`src/hw/rtl/acc_i2c_pkg.sv`:
```
package acc_i2c_pkg;

  localparam int unsigned RegisterCount = 64;
  localparam int unsigned TickWidth = 16;
  localparam int unsigned CfgIdxW = 3;
  localparam int unsigned CfgDataW = 16;
  localparam int unsigned QueueDepth = 2;

  typedef enum logic [1:0] {
    MODE_START = 2'd0,
    MODE_WRITE = 2'd1,
    MODE_READ  = 2'd2,
    MODE_TICK  = 2'd3
  } mode_e;

  typedef enum logic [CfgIdxW-1:0] {
    CFG_X_SAMPLE    = 3'd0,
    CFG_Y_SAMPLE    = 3'd1,
    CFG_Z_SAMPLE    = 3'd2,
    CFG_SLOW_PERIOD = 3'd3,
    CFG_FAST_PERIOD = 3'd4
  } cfg_idx_e;

  localparam logic [5:0] RegWhoAmI = 6'h0f;
  localparam logic [5:0] RegCtrl1  = 6'h20;
  localparam logic [5:0] RegCtrl2  = 6'h21;
  localparam logic [5:0] RegCtrl3  = 6'h22;
  localparam logic [5:0] RegStatus = 6'h27;
  localparam logic [5:0] RegOutX   = 6'h29;
  localparam logic [5:0] RegOutY   = 6'h2b;
  localparam logic [5:0] RegOutZ   = 6'h2d;
  localparam logic [5:0] RegFfCfg1 = 6'h30;
  localparam logic [5:0] RegFfSrc1 = 6'h31;
  localparam logic [5:0] RegFfCfg2 = 6'h34;
  localparam logic [5:0] RegFfSrc2 = 6'h35;
  localparam logic [7:0] WhoAmIVal = 8'h3b;
  localparam logic [7:0] Ctrl1Rst  = 8'h07;

  typedef struct packed {
    logic [1:0] mode;
    logic [7:0] data_byte;
  } in_beat_t;

  typedef struct packed {
    logic [7:0] read_data;
    logic       refused;
    logic       int1_level;
    logic       int2_level;
    logic       sampling_active;
  } out_beat_t;

  // classified operation from front to back
  typedef struct packed {
    mode_e      mode;
    logic       is_addr;
    logic       valid_ptr;
    logic [6:0] reg_addr;
    logic [7:0] data_byte;
  } op_t;

endpackage

```
`src/hw/rtl/acc_i2c_back.sv`:
```
module acc_i2c_back #(
  parameter int unsigned TickWidth = acc_i2c_pkg::TickWidth
) (
  input  logic                    clk_i,
  input  logic                    rst_ni,
  input  logic                    cfg_we_i,
  input  logic [acc_i2c_pkg::CfgIdxW-1:0]  cfg_idx_i,
  input  logic [acc_i2c_pkg::CfgDataW-1:0] cfg_data_i,
  input  logic                    op_valid_i,
  output logic                    op_stall_o,
  input  acc_i2c_pkg::op_t        op_i,
  output logic                    out_valid_o,
  input  logic                    out_stall_i,
  output acc_i2c_pkg::out_beat_t  out_data_o
);

  localparam logic [TickWidth-1:0] TickMax = '1;

  logic [7:0] regs_q [acc_i2c_pkg::RegisterCount];
  logic [7:0] regs_d [acc_i2c_pkg::RegisterCount];
  logic [7:0] xs_q, ys_q, zs_q;
  logic [15:0] slow_q, fast_q;
  logic [TickWidth-1:0] tick_q, tick_d, lim, tc;
  logic [15:0] per;
  logic arm_q, arm_d, l1_q, l1_d, l2_q, l2_d;
  logic ov_q;
  acc_i2c_pkg::out_beat_t ob_q, ob_d;
  logic acc, refresh;
  logic [3:0] nu;
  logic [7:0] st, c3, v;
  logic [5:0] r6;
  logic is_ro;

  assign op_stall_o = ov_q && out_stall_i;
  assign acc = op_valid_i && !op_stall_o;
  assign out_valid_o = ov_q;
  assign out_data_o = ob_q;

  function automatic logic mux_lvl(input logic [2:0] s, input logic [7:0] a,
                                   input logic [7:0] b, input logic [7:0] c);
    case (s)
      3'd1: mux_lvl = a[6];
      3'd2: mux_lvl = b[6];
      3'd3: mux_lvl = a[6] | b[6];
      3'd4: mux_lvl = c != 8'd0;
      default: mux_lvl = 1'b0;
    endcase
  endfunction

  always_comb begin
    regs_d = regs_q;
    tick_d = tick_q;
    arm_d = arm_q;
    refresh = 1'b0;
    ob_d = '0;
    r6 = op_i.reg_addr[5:0];
    nu = '0;
    st = '0;
    v = '0;
    per = regs_q[acc_i2c_pkg::RegCtrl1][7] ? fast_q : slow_q;
    if (per == 16'd0) per = 16'd1;
    if (TickWidth >= 16) lim = TickWidth'(per);
    else lim = (per > 16'(TickMax)) ? TickMax : TickWidth'(per);
    tc = (tick_q < TickMax) ? tick_q + TickWidth'(1) : tick_q;
    is_ro = 1'b0;
    case (op_i.mode)
      acc_i2c_pkg::MODE_WRITE: begin
        if (!op_i.is_addr) begin
          ob_d.refused = 1'b1;
          if (op_i.valid_ptr && !op_i.reg_addr[6]) begin
            case (r6)
              acc_i2c_pkg::RegCtrl1: begin
                ob_d.refused = 1'b0;
                regs_d[r6] = op_i.data_byte;
                arm_d = op_i.data_byte[6] && (op_i.data_byte[2:0] != 3'd0);
                if (arm_d && !arm_q) tick_d = '0;
              end
              acc_i2c_pkg::RegCtrl2: begin
                ob_d.refused = 1'b0;
                regs_d[r6] = op_i.data_byte & 8'hbf;
              end
              acc_i2c_pkg::RegCtrl3: begin
                ob_d.refused = 1'b0;
                regs_d[r6] = op_i.data_byte;
                refresh = 1'b1;
              end
              6'h30, 6'h32, 6'h33, 6'h34, 6'h36, 6'h37: begin
                ob_d.refused = 1'b0;
                regs_d[r6] = op_i.data_byte;
              end
              default: ;
            endcase
          end
        end
      end
      acc_i2c_pkg::MODE_READ: begin
        if (op_i.valid_ptr && !op_i.reg_addr[6]) begin
          v = regs_q[r6];
          is_ro = (r6 <= 6'h23) || r6 == acc_i2c_pkg::RegStatus ||
                  r6 == acc_i2c_pkg::RegOutX || r6 == acc_i2c_pkg::RegOutY ||
                  r6 == acc_i2c_pkg::RegOutZ || (r6 >= 6'h2e && r6 <= 6'h37);
          if (is_ro) ob_d.read_data = v;
          if ((r6 == acc_i2c_pkg::RegFfSrc1 || r6 == acc_i2c_pkg::RegFfSrc2) &&
              regs_q[r6 - 6'd1][6]) begin
            regs_d[r6] = 8'd0;
            refresh = 1'b1;
          end
        end
      end
      acc_i2c_pkg::MODE_TICK: begin
        if (arm_q) begin
          tick_d = tc;
          if (tc >= lim) begin
            tick_d = '0;
            nu = {1'b0, regs_q[acc_i2c_pkg::RegCtrl1][2:0]};
            if (nu == 4'd7) nu = 4'hf;
            st = regs_q[acc_i2c_pkg::RegStatus];
            regs_d[acc_i2c_pkg::RegStatus] = st | {4'd0, nu} | {st[3:0] & nu, 4'd0};
            if (nu[0]) regs_d[acc_i2c_pkg::RegOutX] = xs_q;
            if (nu[1]) regs_d[acc_i2c_pkg::RegOutY] = ys_q;
            if (nu[2]) regs_d[acc_i2c_pkg::RegOutZ] = zs_q;
            refresh = 1'b1;
          end
        end
      end
      default: ;
    endcase
    c3 = regs_d[acc_i2c_pkg::RegCtrl3];
    l1_d = l1_q;
    l2_d = l2_q;
    if (refresh) begin
      l1_d = mux_lvl(c3[2:0], regs_d[acc_i2c_pkg::RegFfSrc1],
                     regs_d[acc_i2c_pkg::RegFfSrc2], regs_d[acc_i2c_pkg::RegStatus]) ^ c3[7];
      l2_d = mux_lvl(c3[5:3], regs_d[acc_i2c_pkg::RegFfSrc1],
                     regs_d[acc_i2c_pkg::RegFfSrc2], regs_d[acc_i2c_pkg::RegStatus]) ^ c3[7];
    end
    ob_d.int1_level = l1_d;
    ob_d.int2_level = l2_d;
    ob_d.sampling_active = arm_d;
  end

  always_ff @(posedge clk_i or negedge rst_ni) begin
    if (!rst_ni) begin
      for (int i = 0; i < acc_i2c_pkg::RegisterCount; i++) regs_q[i] <= 8'd0;
      regs_q[acc_i2c_pkg::RegWhoAmI] <= acc_i2c_pkg::WhoAmIVal;
      regs_q[acc_i2c_pkg::RegCtrl1] <= acc_i2c_pkg::Ctrl1Rst;
      tick_q <= '0;
      arm_q <= 1'b0;
      l1_q <= 1'b0;
      l2_q <= 1'b0;
      ov_q <= 1'b0;
      ob_q <= '0;
      xs_q <= 8'd0;
      ys_q <= 8'd0;
      zs_q <= 8'h10;
      slow_q <= 16'd10000;
      fast_q <= 16'd2500;
    end else begin
      if (cfg_we_i) begin
        case (acc_i2c_pkg::cfg_idx_e'(cfg_idx_i))
          acc_i2c_pkg::CFG_X_SAMPLE:    xs_q <= cfg_data_i[7:0];
          acc_i2c_pkg::CFG_Y_SAMPLE:    ys_q <= cfg_data_i[7:0];
          acc_i2c_pkg::CFG_Z_SAMPLE:    zs_q <= cfg_data_i[7:0];
          acc_i2c_pkg::CFG_SLOW_PERIOD: slow_q <= cfg_data_i;
          acc_i2c_pkg::CFG_FAST_PERIOD: fast_q <= cfg_data_i;
          default: ;
        endcase
      end
      if (acc) begin
        regs_q <= regs_d;
        tick_q <= tick_d;
        arm_q <= arm_d;
        l1_q <= l1_d;
        l2_q <= l2_d;
        ob_q <= ob_d;
        ov_q <= 1'b1;
      end else if (!out_stall_i) begin
        ov_q <= 1'b0;
      end
    end
  end

endmodule

```
`config.mk`:
```
export PLATFORM = sky130hd
export DESIGN_NAME = acc_i2c_back
export DESIGN_NICKNAME = d
export VERILOG_FILES = /design/src/hw/rtl/acc_i2c_pkg.sv /design/src/hw/rtl/acc_i2c_back.sv
export SDC_FILE = /design/constraint.sdc
export NUM_CORES = 1
export LEC_CHECK = 0
export ABC_CLOCK_PERIOD_IN_PS = 10950
export BUFFER_PORTS_ARGS = -buffer_cell sky130_fd_sc_hd__buf_2
export CORE_AREA = 2 2 234 236
export DETAILED_ROUTE_END_ITERATION = 10
export DIE_AREA = 0 0 236 238
export GPL_TIMING_DRIVEN = 1
export PLACE_DENSITY = 0.67
export SLEW_MARGIN = 20
export SYNTH_ARGS = -nofsm -noshare
export SYNTH_HDL_FRONTEND = slang
export SYNTH_SLANG_ARGS = --single-unit
```
`constraint.sdc`:
```
create_clock -name clk_i -period 10.95 [get_ports clk_i]
set_input_delay 2.19 -clock clk_i [delete_from_list [all_inputs] [get_ports clk_i]]
set_output_delay 2.19 -clock clk_i [all_outputs]
set_load 0.1 [all_outputs]
```
# After elaboration in Yosys (flattened, before gate mapping)
# Index checks and enable logic that the tools add are counted.
[totals]
ff_bits = 597
in_bits = 43
out_inout_bits = 14
[op_classes]
addsub = 2
magnitude_cmp = 8
n_eq_ne = 44
muxes = 72
n_bitwise = 11
n_reduce_logical = 38
[ops]
columns = ["operator", "n"]
rows = [
  ["two-way mux 512 bit", 4],
  ["bitwise mux 512 bit", 2],
  ["case mux 512 bit (2 select lines)", 1],
  ["case mux 312 bit (2 select lines)", 1],
  ["AND 512 bit", 1],
  ["inverter 512 bit", 1],
  ["case mux 144 bit (2 select lines)", 1],
  ["two-way mux 16 bit", 9],
  ["two-way mux 8 bit", 17],
  ["binary-select mux 8 bit (select 6 bit)", 2],
  ["case mux 8 bit (3 select lines)", 4],
  ["equality test 6 bit, second input constant", 15],
  ["demux 8 bit (select 6 bit)", 1],
  ["case mux 8 bit (2 select lines)", 3],
  ["case mux 16 bit (2 select lines)", 1],
  ["AND reduction 10 bit", 3],
  ["inequality test 2 bit, second input constant", 10],
  ["equality test 3 x 2 -> 1 bit, second input constant", 6],
  ["two-way mux 1 bit", 17],
  ["adder 16 x 1 -> 16 bit, second input constant", 1],
  ["greater-or-equal comparator 16 bit", 1],
  ["zero test 16 bit", 1],
  ["less-than comparator 16 bit, second input constant", 1],
  ["two-way mux 4 bit", 4],
  ["other kinds (33)", 68],
]

# Depth between registers and ports, before layout
[depth]
depth_word = 17
ltp_mapped = 17

# Least setup slack after synthesis
# No wires, ideal clock.
[synth_timing]
path_kind = "input port to output port"
start = "input out_stall_i"
end = "output op_stall_o"
arrival_time_ns = 2.930
path_slack_ns = 5.830
stages = 2
path_buffers = 0
path_cell_list = "nand2_1 > inv_1"
[synth_via]
elab_chain_len = 1
[synth_rtl]
columns = ["item", "line_no", "rtl"]
rows = [
  ["from (decl)", "acc_i2c_back.sv:13", "input logic out_stall_i,"],
  ["logical AND 1 bit", "acc_i2c_back.sv:34", "assign op_stall_o = ov_q && out_stall_i;"],
  ["to (decl)", "acc_i2c_back.sv:10", "output logic op_stall_o,"],
]
# No other way between the ends.

# Worst setup path in the final report
[layout_timing]
start = "input op_i[8] (netlist bit)"
end = "register regs_q[469] (netlist bit)"
[layout_via]
elab_chain_len = 10
[layout_rtl]
columns = ["item", "line_no", "rtl"]
rows = [
  ["from (decl)", "acc_i2c_back.sv:11", "input acc_i2c_pkg::op_t op_i,"],
  ["parallel branches: the longest is 10 deep, another holds subtractor 6 x 1 -> 6 bit", "n/a", ""],
  ["to (signal, indexed assignment)", "acc_i2c_back.sv:145", "regs_q[acc_i2c_pkg::RegWhoAmI] <= acc_i2c_pkg::WhoAmIVal;"],
  ["to (signal, indexed assignment)", "acc_i2c_back.sv:146", "regs_q[acc_i2c_pkg::RegCtrl1] <= acc_i2c_pkg::Ctrl1Rst;"],
  ["to (signal assigned)", "acc_i2c_back.sv:170", "regs_q <= regs_d;"],
  ["to (decl)", "acc_i2c_back.sv:19", "logic [7:0] regs_q [acc_i2c_pkg::RegisterCount];"],
]
# Parallel ways; which one is timed is not known. The select of a mux whose other input is x is not followed.
# A chain may end at the register's enable or synchronous reset.

==> flow_metrics.tcl <==
set metrics [dict create \
    status "completed" \
    routed-via-count 17832 \
    cts_resized 0 \
    hold_buffers 0 \
    syn_inst 2232 \
    wl_per_cell_microns 22.2 \
    worst-endpoint-required_ps 11500 \
    post_cts_buffers 0 \
    route.detailed.drc 0 \
    drive_above_1_share_pct 13.6 \
    dieArea_sq_um 56200 \
    initial_core_util_pct 46.9 \
    antenna_left 0 \
    place_area_sq_um 25700 \
    synth_area_leader_cell "dfrtp_1" \
    drt_wl_total_microns 65600 \
    grt_use_total_pct 23.6 \
    grt_max_degree 187 \
    vdd_drop_max_mv 0.126 \
    fp.dieW_microns 236 \
    synth.area.top_cells "dfrtp_1 57%, and2_1 8.9%, o22ai_1 6.3%, mux2_2 2.7%, nand2_1 2.7%" \
    synth-edff-count 0 \
    final-max-slew-violation-count 0 \
    core_area_sq_um 53500 \
    io_buffers 56 \
    synth.avg_cell_area_sq_um 11.2 \
    wl_met1_microns 28700 \
    dr.first_iter.drc_count 1714 \
    maxSlewHeadroom_pct 27.7 \
    gp_congestion 0.913 \
    hold_viol 0 \
    grt_antenna_before_repair 0 \
    cts_inserted_buffers 60 \
    period_needed_ps 6130 \
    cp_data_arrival_time_ps 6680 \
    dp_slack_ps 3940 \
    dr.max_layer_used "met4" \
    fmax_mhz 163 \
    grt-ovfl-total 0 \
    final-setup-viol-count 0 \
    areaGrowthSynthToFinish_pct 11.7 \
    fin_skew_ps 32.1 \
    vias_per_cell 6.04 \
    grt_pass1_vias 18059 \
    syn-num-nets 2301 \
    cts_tree "built" \
    root_buffer "clkbuf_16" \
    fillers 4577 \
    tightest_slew_ps 1090 \
    htreeDepth 2 \
    cts_buffer_depth 3 \
    pin_count 57 \
    synthFlopType "dfrtp_1" \
    netlist_area_sq_um 25100 \
    cts.sinks 589 \
    tns_ps 0 \
    cap_violations 0 \
    yosysUniqueCellTypes 82 \
    wl_met2_microns 30200 \
    die_h_microns 238 \
    setup.worst_path.start_class "input port" \
    timing.final.crit_share_pct 55.9 \
    grt_pass1_wl_microns 105000 \
    async_flop_share_pct 100 \
    leakage_uw 0.0129 \
    crit_type "in -> reg" \
    critPathMaxFanout 162 \
    yosysTopAreaCellShare_pct 56.9 \
    rsz0062_at_grt "false" \
    std_cell_rows 85 \
    yosysSeqAreaShare_pct 58.9 \
    p_per_area_nw_per_um2 175 \
    clkSlewWorstSetupHoldPaths_ps 60 \
    met3WireLength_microns 4760 \
    finalInstanceArea_sq_um 28000 \
    finalWorstSetupSlack_ps 4820 \
    dr.pass1.iters 5 \
    yosysWarningCount 0 \
    clock_latency_ps 650 \
    num_antenna_cells 0 \
    dp_hpwl_microns 39300 \
    hold_path.class "reg -> reg" \
    nNetsFinal 2274 \
    synth_seq_cells 589 \
    end_kind "flop" \
]
## path summary, 6_finish.rpt
check | startpoint | end | slack [ps] | depth (start not counted)
worst max-delay path | op_i[8] | regs_q[469] | 4820 | 12
max in group asynchronous | rst_ni | tick_q[12] | 7740 | 3
worst min register to register | regs_q[171] | regs_q[171] | 380 | 0
worst max register to register | tick_q[0] | regs_q[163] | 5710 | 14
min in group asynchronous | rst_ni | regs_q[367] | 1430 | 1
worst min-delay path | regs_q[171] | regs_q[171] | 380 | 0
## area by class of cell
cell class                      instances  area [sq um]  share of cell area [%]
Inverter                               20          75.1                   0.268
Timing Repair Buffer                   83           546                    1.95
Clock buffer                           78          1690                    6.03
Clock inverter                         34           532                    1.90
Multi-Input combinational cell       1451          9520                    34.0
Tap cell                              696           871                    3.11
Sequential cell                       589         14800                    52.7
## layer usage
layer  track usage, %  vias up
met5                0        -
met4             8.03        0
met3             5.36      149
met2             36.4      670
met1             33.1     9023
li1                 -     7990
## cell families (layout without fill, tap and decap cells)
| group | count (synthesis) | after routing | share of synthesized area [%] |
|---|---|---|---|
| compound gates | 572 | 572 | 14.9 |
| xor+xnor | 12 | 12 | 0.419 |
| fa+ha+maj | 26 | 26 | 1.30 |
| buf+inv | 192 | 215 | 3.56 |
| flops | 589 | 589 | 58.9 |
| mux | 92 | 92 | 4.37 |
| simple gates | 749 | 749 | 16.6 |
## power breakdown
part	total, uW	switching [uW]	internal [uW]
logic	372	243	130
clock network	2250	895	1350
registers	2270	35.3	2240
## registers in the layout, summed over array words and instances (netlist names)
register     count
regs_q         504
fast_q          16
slow_q          16
tick_q          16
out_data_o      12
xs_q             8
ys_q             8
zs_q             8
out_valid_o      1
## per-stage QoR
| step | total power [uW] | utilization (%) | hold WS, ps | instances |
|---|---|---|---|---|
| after global placement | 2670 | 48.1 | 365 | 2838 |
| after global routing | 5080 | 52.3 | 385 | 2951 |
| final | 4900 | 52.3 | 377 | 2951 |
| after CTS | 4930 | 52.3 | 380 | 2950 |
| after detailed placement | 2680 | 48.1 | 366 | 2838 |
| after floorplan | 2530 | - | 429 | 2232 |
## synth_stat cells, types with 17 or more instances
| library cell | number |
|---|---|
| dfrtp_1 | 570 |
| and2_1 | 357 |
| o22ai_1 | 252 |
| nand2_1 | 177 |
| o21ai_0 | 123 |
| clkbuf_1 | 92 |
| mux2_2 | 59 |
| nor4_1 | 53 |
| nor2_1 | 41 |
| buf_2 | 38 |
| a21oi_1 | 30 |
| a22o_1 | 29 |
| ha_1 | 26 |
| mux2i_1 | 25 |
| nor3_1 | 23 |
| o21ai_1 | 23 |
| nand3_1 | 21 |
| dfstp_2 | 19 |
| inv_1 | 18 |
| buf_1 | 17 |
## placed cells by master, fill, tap and decap left out, types with 15 or more instances in the layout
cell type	count
buf_4	22
nand3_1	15
nor2_1	41
ha_1	26
and2_1	357
nand2_1	177
clkbuf_16	60
nor3_1	22
buf_2	55
o21ai_1	23
dfstp_2	19
nor4_1	53
dfrtp_1	570
mux2i_1	25
a22o_1	29
a21oi_1	30
inv_1	18
o22ai_1	252
mux2_2	59
o21ai_0	123
## critical path, stage by stage
cell and delay [ps]:
buf_2 410, clkinv_1 490, ha_1 610, mux4_2 240, a21bo_1 230, a211oi_4 340, nor3_4 110, o21a_2 340
o211ai_4 190, buf_4 460, buf_6 730, and2_1 230
Power figures use the tool's default switching activity.
